--- src/sv/mlfh_pkg.sv ---
// ----------------------------------------------------------------------------
// mlfh_pkg
// Shared types and constants for the mutex lock with FIFO hand-off.
// ----------------------------------------------------------------------------
package mlfh_pkg;

  localparam int WAIT_DEPTH_DEF = 16;
  localparam int ID_BITS_DEF    = 8;
  localparam int THREAD_W       = 8;
  localparam int STATUS_W       = 3;

  typedef enum logic [0:0] {
    REQ_ACQUIRE = 1'b0,
    REQ_RELEASE = 1'b1
  } mlfh_req_t;

  typedef enum logic [STATUS_W-1:0] {
    ST_GRANTED   = 3'd0,
    ST_ALREADY   = 3'd1,
    ST_QUEUED    = 3'd2,
    ST_FREED     = 3'd3,
    ST_HANDOVER  = 3'd4,
    ST_NOT_OWNER = 3'd5,
    ST_FULL      = 3'd6
  } mlfh_status_t;

  typedef struct packed {
    logic push;
    logic pop;
  } mlfh_qctl_t;

  typedef struct packed {
    logic empty;
    logic full;
  } mlfh_qsts_t;

endpackage

--- src/sv/mlfh_queue.sv ---
// ----------------------------------------------------------------------------
// mlfh_queue
// Waiter FIFO: memory, head/tail pointers, fill count and a head register
// that always holds the entry at the head of the queue.
// ----------------------------------------------------------------------------
module mlfh_queue
  import mlfh_pkg::*;
#(
  parameter int WAIT_DEPTH = WAIT_DEPTH_DEF,
  parameter int ID_W       = ID_BITS_DEF
) (
  input  logic            clk,
  input  logic            rst,
  input  mlfh_qctl_t      qctl,
  input  logic [ID_W-1:0] wdata,
  output mlfh_qsts_t      qsts,
  output logic [ID_W-1:0] head_data
);

  localparam int PtrW = (WAIT_DEPTH > 1) ? $clog2(WAIT_DEPTH) : 1;
  localparam int CntW = $clog2(WAIT_DEPTH + 1);
  localparam logic [PtrW-1:0] PtrLast = PtrW'(WAIT_DEPTH - 1);
  localparam logic [CntW-1:0] CntFull = CntW'(WAIT_DEPTH);

  logic [ID_W-1:0] mem [WAIT_DEPTH];
  logic [PtrW-1:0] head, head_next, head_inc;
  logic [PtrW-1:0] tail, tail_next, tail_inc;
  logic [CntW-1:0] count, count_next;

  always_comb begin
    head_inc   = (head == PtrLast) ? '0 : head + 1'b1;
    tail_inc   = (tail == PtrLast) ? '0 : tail + 1'b1;
    head_next  = head;
    tail_next  = tail;
    count_next = count;
    if (qctl.push) begin
      tail_next  = tail_inc;
      count_next = count + 1'b1;
    end else if (qctl.pop) begin
      head_next  = head_inc;
      count_next = count - 1'b1;
    end
  end

  always_ff @(posedge clk) begin
    if (rst) begin
      head  <= '0;
      tail  <= '0;
      count <= '0;
    end else begin
      head  <= head_next;
      tail  <= tail_next;
      count <= count_next;
    end
  end

  // hold the head entry in a register; load it from the next slot on a pop, or on a push into an empty queue
  always_ff @(posedge clk) begin
    if (qctl.push) begin
      mem[tail] <= wdata;
    end
    if (qctl.pop) begin
      head_data <= mem[head_inc];
    end else if (qctl.push && qsts.empty) begin
      head_data <= wdata;
    end
  end

  assign qsts.empty = (count == '0);
  assign qsts.full  = (count == CntFull);

  a_count_range: assert property (@(posedge clk) disable iff (rst)
    count <= CntFull)
    else $error("waiter count beyond depth");

  a_no_pop_empty: assert property (@(posedge clk) disable iff (rst)
    qctl.pop |-> !qsts.empty)
    else $error("pop from empty waiter queue");

  a_no_push_full: assert property (@(posedge clk) disable iff (rst)
    qctl.push |-> !qsts.full)
    else $error("push into full waiter queue");

  a_one_op: assert property (@(posedge clk) disable iff (rst)
    !(qctl.push && qctl.pop))
    else $error("push and pop in one transfer");

endmodule

--- src/sv/mlfh_lock.sv ---
// ----------------------------------------------------------------------------
// mlfh_lock
// Owner and busy registers with the per-request decision logic.
// ----------------------------------------------------------------------------
module mlfh_lock
  import mlfh_pkg::*;
#(
  parameter int ID_W = ID_BITS_DEF
) (
  input  logic            clk,
  input  logic            rst,
  input  logic            req_valid,
  input  mlfh_req_t       req,
  input  logic [ID_W-1:0] tid,
  input  mlfh_qsts_t      qsts,
  input  logic [ID_W-1:0] head_data,
  output mlfh_qctl_t      qctl,
  output mlfh_status_t    status_next,
  output logic            woken_valid_next,
  output logic [ID_W-1:0] woken_thread_next,
  output logic            lock_busy_next
);

  logic            busy_flag, busy_flag_next;
  logic [ID_W-1:0] owner, owner_next;
  logic            is_owner;

  always_comb begin
    is_owner          = busy_flag && (owner == tid);
    busy_flag_next    = busy_flag;
    owner_next        = owner;
    qctl              = '0;
    status_next       = ST_NOT_OWNER;
    woken_valid_next  = 1'b0;
    woken_thread_next = '0;
    if (req == REQ_ACQUIRE) begin
      if (is_owner) begin
        status_next = ST_ALREADY;
      end else if (!busy_flag) begin
        busy_flag_next = 1'b1;
        owner_next     = tid;
        status_next    = ST_GRANTED;
      end else if (qsts.full) begin
        status_next = ST_FULL;
      end else begin
        qctl.push   = req_valid;
        status_next = ST_QUEUED;
      end
    end else begin
      if (!is_owner) begin
        status_next = ST_NOT_OWNER;
      end else if (qsts.empty) begin
        busy_flag_next = 1'b0;
        owner_next     = '0;
        status_next    = ST_FREED;
      end else begin
        qctl.pop          = req_valid;
        owner_next        = head_data;
        woken_valid_next  = 1'b1;
        woken_thread_next = head_data;
        status_next       = ST_HANDOVER;
      end
    end
    lock_busy_next = busy_flag_next;
  end

  always_ff @(posedge clk) begin
    if (rst) begin
      busy_flag <= 1'b0;
      owner     <= '0;
    end else if (req_valid) begin
      busy_flag <= busy_flag_next;
      owner     <= owner_next;
    end
  end

endmodule

--- src/sv/mutex_lock_fifo_handoff_top.sv ---
// ----------------------------------------------------------------------------
// mutex_lock_fifo_handoff_top
// Hardware mutex with a FIFO of waiting threads and direct hand-off.
//
//   channel  | handshake        | payload
//   ---------+------------------+---------------------------------------------
//   request  | start / busy     | req_type, thread_id
//   result   | done (strobe)    | status, woken_valid, woken_thread, lock_busy
//
// One request is taken per cycle; its result strobes on done the next cycle.
// Each result is captured by the result register after the decision
// logic; the head waiter sits in a register so hand-off needs no memory wait.
// busy is high only while rst is asserted; reset clears lock, pointers, count.
// The receiver cannot stall: each result is presented for exactly one cycle.
// ----------------------------------------------------------------------------
module mutex_lock_fifo_handoff_top
  import mlfh_pkg::*;
#(
  parameter int WAIT_DEPTH = WAIT_DEPTH_DEF,
  parameter int ID_BITS    = ID_BITS_DEF
) (
  input  logic                clk,
  input  logic                rst,
  input  logic                start,
  output logic                busy,
  input  logic                req_type,
  input  logic [THREAD_W-1:0] thread_id,
  output logic                done,
  output logic [STATUS_W-1:0] status,
  output logic                woken_valid,
  output logic [THREAD_W-1:0] woken_thread,
  output logic                lock_busy
);

  localparam int IdW = (ID_BITS < THREAD_W) ? ID_BITS : THREAD_W;

  logic            req_valid;
  logic [IdW-1:0]  tid;
  mlfh_qctl_t      qctl;
  mlfh_qsts_t      qsts;
  logic [IdW-1:0]  head_data;
  mlfh_status_t    status_next;
  logic            woken_valid_next;
  logic [IdW-1:0]  woken_thread_next;
  logic            lock_busy_next;

  assign busy      = rst;
  assign req_valid = start && !busy;
  assign tid       = thread_id[IdW-1:0];

  mlfh_lock #(
    .ID_W (IdW)
  ) u_lock (
    .clk               (clk),
    .rst               (rst),
    .req_valid         (req_valid),
    .req               (mlfh_req_t'(req_type)),
    .tid               (tid),
    .qsts              (qsts),
    .head_data         (head_data),
    .qctl              (qctl),
    .status_next       (status_next),
    .woken_valid_next  (woken_valid_next),
    .woken_thread_next (woken_thread_next),
    .lock_busy_next    (lock_busy_next)
  );

  mlfh_queue #(
    .WAIT_DEPTH (WAIT_DEPTH),
    .ID_W       (IdW)
  ) u_queue (
    .clk       (clk),
    .rst       (rst),
    .qctl      (qctl),
    .wdata     (tid),
    .qsts      (qsts),
    .head_data (head_data)
  );

  always_ff @(posedge clk) begin
    if (rst) begin
      done <= 1'b0;
    end else begin
      done <= req_valid;
    end
  end

  always_ff @(posedge clk) begin
    if (req_valid) begin
      status       <= status_next;
      woken_valid  <= woken_valid_next;
      woken_thread <= THREAD_W'(woken_thread_next);
      lock_busy    <= lock_busy_next;
    end
  end

  a_handover_woken: assert property (@(posedge clk) disable iff (rst)
    done |-> (woken_valid == (status == ST_HANDOVER)))
    else $error("woken flag disagrees with status");

  a_busy_after_grant: assert property (@(posedge clk) disable iff (rst)
    done && (status == ST_GRANTED || status == ST_HANDOVER || status == ST_QUEUED
             || status == ST_ALREADY) |-> lock_busy)
    else $error("lock free after grant, hand-off or queueing");

  a_free_after_release: assert property (@(posedge clk) disable iff (rst)
    done && (status == ST_FREED) |-> !lock_busy)
    else $error("lock still held after free");

endmodule

--- config.mk ---
export PLATFORM = sky130hd
export DESIGN_NAME = mutex_lock_fifo_handoff_top
export DESIGN_NICKNAME = d
export VERILOG_FILES = /design/src/sv/mlfh_pkg.sv /design/src/sv/mlfh_queue.sv /design/src/sv/mlfh_lock.sv /design/src/sv/mutex_lock_fifo_handoff_top.sv
export SDC_FILE = /design/constraint.sdc
export NUM_CORES = 1
export LEC_CHECK = 0
export BUFFER_PORTS_ARGS = -buffer_cell sky130_fd_sc_hd__buf_2
export CORE_MARGIN = 1
export CORE_UTILIZATION = 60
export CTS_CLUSTER_SIZE = 16
export DETAILED_ROUTE_END_ITERATION = 10
export PLACE_DENSITY = 0.83
export SLEW_MARGIN = 10
export SYNTH_ARGS = -nofsm -noshare
export SYNTH_HDL_FRONTEND = slang
export SYNTH_SLANG_ARGS = --single-unit
--- constraint.sdc ---
create_clock -name clk -period 8.48 [get_ports clk]
set_input_delay 0.848 -clock clk [delete_from_list [all_inputs] [get_ports clk]]
set_output_delay 0.848 -clock clk [all_outputs]
set_load 0.02 [all_outputs]
==> results.md <==
* Adder-cell share of the synthesized area at 1.59%
* P_leak at 2.85 nW
* Endpoints failing setup at 0
* Worst hold stages at 2
* Number of max-cap violations at 0
* Gr usage total at 28.5%
* Layout cells sized above 1 at 17.8%
* Worst path max stage delay at 0.78 ns
* Detailed Place HPWL at 10900 um
* Starting density of the core at 62.2%
* Yosys Warn Count at 0
* Synthesis-to-layout area growth at 10.6%
* Async SR Flop Fraction at 0%
* Hold Crit Start: u_lock.owner[2]$_SDFFE_PP0P_
* Vias in the first global route at 4885
* Yosys cell types at 60
* Drt pass-1 iters at 7
* Worst Setup End Kind: flip-flop
* Worst-skew pair later-pin latency at 0.44 ns
* # diodes at 0
* Syn avg cell area at 13.7 sq um
* Synth Area in Simple Gates at 10.4%
* Most common cell in the netlist: edfxtp_1
* CTS Root Cell: clkbuf_16
* Antenna Nets Post-Route at 0
* Synth area leaders: edfxtp_1, dfxtp_1, mux2_2
* GPL Wtd Cong at 0.869
* Max_slew headroom at 20.0%
* # hold bufs at CTS at 0
* Synth cell count leaders: edfxtp_1, nand2_1, nor2_1
* Fmax at 261 MHz
* Crit path cell chain: buf_2 -> xor2_1 -> nor4_1 -> a221oi_2 -> inv_1 -> fa_1 -> a21o_1 -> a21oi_1 -> nor2_1 -> a221o_1 -> o31ai_1
* CTS clk-pin slew, worst paths at 0.06 ns
* Final critical path time including I/O delays and setup at 3.83 ns
* Status: completed
* Register area share after synthesis at 65.2%
* RSZ-0062 raised after global routing: false
* Num rows at 40
* Crit path DAT at 4.18 ns
* CP Launch Point: thread_id[0]
* First-pass GRT wire length at 26700 um
* WL per Instance at 23.2 um
* Cells after synthesis at 554
* Slowest CP cell: a221oi_2
* Final Util at 68.8%
* VDD IR max at 0.134 mV
* CP max FO at 19
* # DRC at 0
* Largest family of logic cells by synthesized area: compound AO/OA/AOI/OAI gates
* Fin. Hold Viols at 0
* Synth Flop Type: edfxtp_1
* Pin count of the biggest net entering global routing at 63
* HP Class: flip-flop to flip-flop
* Final worst slack at 4.65 ns
* Hold EP: u_lock.owner[2]$_SDFFE_PP0P_
* Grt total ovfl at 0
* Critical Path RT at 8.83 ns
* Setup TNS at 0 ns
* Setup Buffers After CTS at 0
* Worst r2r src: u_lock.owner[3]$_SDFFE_PP0P_
* TritonCTS clock tree: yes
* H-tree depth at 4
* CTS sink cnt at 172
* Top cell type by total area after synthesis: edfxtp_1
* PwrDens at 207 mW/mm^2
* Vias/cell at 6.54
* Capturing point of the worst reg2reg path: u_queue.count[4]$_SDFFE_PP0P_
* Critical Path Source Type: input port
* Clock buffers created by TritonCTS at 17
* Period utilization at 45.2%
* Total Wirelength at 17500 um
* Initial antenna violation count at 0
* 1st-iter DRT viols at 630
* Pins Over Slew Limit at 0
* Post-synth top area share at 59.1%
* IO buf count at 26
* Post-Synth XOR/XNOR Area at 1.50%
* IO Count at 27
* Min Hold Slack at 0.481 ns
* Clock Path Buffers at 2
* Worst reg-to-reg path cell count at 10
* CTS resizes at 0
* Die Y at 114 um
* Final nets at 592
* Critical Setup Path Class: input port to flip-flop
* Final clock skew at 0.00890 ns
* Mux share of post-synthesis cell area at 5.70%
* Post-synth net total at 575
* Netlist Area Pre-Place at 0.00757 sq mm
* Chip width at 114 um
* Vias at 4920
* Die area at 0.0131 sq mm
* Reg2Reg Setup Slack at 5.04 ns
* Slew @ Worst Pin at 1.19 ns
* Yosys reg bits at 172
* Setup WS pre-CTS at 4.28 ns
* Compound-gate portion of the synthesized area at 12.4%
* Core area at 0.0122 sq mm
* Post-synth EDFFs at 149
-- metal layers --
metal / up-vias / GRT usage [%] / part of all wire (%)
met3: 41 / 8.52 / 9.8
met4: 0 / 11.6 / 2.2
met2: 270 / 46.7 / 50
met5: - / 0 / 0
met1: 2415 / 35.5 / 38
li1: 2194 / - / -
-- flip-flops by register name, indices dropped and copies added, names as in the netlist --
| signal | cells |
|---|---|
| woken_thread | 8 |
| u_lock.busy_flag | 1 |
| done | 1 |
| u_queue.tail | 4 |
| status | 3 |
| u_queue.mem | 128 |
| u_queue.count | 5 |
| lock_busy | 1 |
| u_queue.head | 4 |
| u_lock.owner | 8 |
| u_queue.head_data | 8 |
| woken_valid | 1 |
-- stage by stage --
| step | power [mW] | std cells | area (sq um) |
|---|---|---|---|
| after CTS | 1.73 | 752 | 8350 |
| final | 1.73 | 752 | 8370 |
| after floorplan | 0.977 | 554 | 7570 |
| after global placement | 0.999 | 720 | 7790 |
| after global routing | 1.77 | 752 | 8370 |
| after detailed placement | 1.00 | 720 | 7790 |
-- power breakdown --
part	switching [mW]	leakage (nW)	internal [mW]	total (mW)
combinational	0.0406	1.05	0.0159	0.0564
clock	0.315	0.267	0.429	0.744
sequential	0.00465	1.54	0.924	0.929
total	0.361	2.85	1.37	1.73
-- worst max path at each step --
stage | to | cells past startpoint
global route | u_queue.count[4]$_SDFFE_PP0P_ | 11
global placement | u_queue.count[4]$_SDFFE_PP0P_ | 11
detailed placement | u_queue.count[4]$_SDFFE_PP0P_ | 11
finish | u_queue.count[4]$_SDFFE_PP0P_ | 11
floorplan | u_queue.count[4]$_SDFFE_PP0P_ | 12
CTS | u_queue.count[4]$_SDFFE_PP0P_ | 11
-- worst max-delay path: cells and delay by family --
family	cells	cell delay, ns
AOI/OAI and AO/OA	5	1.61
xor gates and xnor gates	1	0.35
adders and majority gates	1	0.51
buffers and inverters	2	0.63
and+or+nand+nor	2	0.22
-- cell families (layout without fill, tap and decap cells) --
| group | after synthesis | after routing |
|---|---|---|
| AO/OA/AOI/OAI | 128 | 128 |
| adder cells (fa/ha/maj) | 9 | 9 |
| multiplexers | 37 | 37 |
| flip-flops | 172 | 172 |
| buffers and inverters | 52 | 82 |
| XOR/XNOR | 13 | 13 |
| AND/OR/NAND/NOR | 143 | 143 |
-- layout make-up --
| cell class | count | area, sq um |
|---|---|---|
| repair buffers | 32 | 175 |
| fillers | 832 | 3790 |
| multi-input cells | 330 | 2420 |
| well taps | 168 | 210 |
| clock inverters | 13 | 126 |
| clock buffers | 19 | 433 |
| inverters | 18 | 67.6 |
| flip-flops and latches | 172 | 4930 |
-- layout by cell type (no fill, tap or decap), types with 5 or more instances in the layout --
cell type and count:
a211oi_1 16, a21boi_0 5, a21oi_1 20, a221o_1 5, a221oi_1 8, a31oi_1 13, and3_1 11, buf_2 26
buf_4 6, clkbuf_16 17, dfxtp_1 23, edfxtp_1 149, ha_1 8, inv_1 18, mux2_2 19, mux2i_1 15
nand2_1 41, nand2b_1 12, nand3_1 9, nor2_1 24, nor3_1 5, nor3b_1 7, nor4_1 7, o211a_1 5
o21ai_0 11, o31ai_1 5, xor2_1 9
No activity file was read; power rests on OpenSTA's default activity.
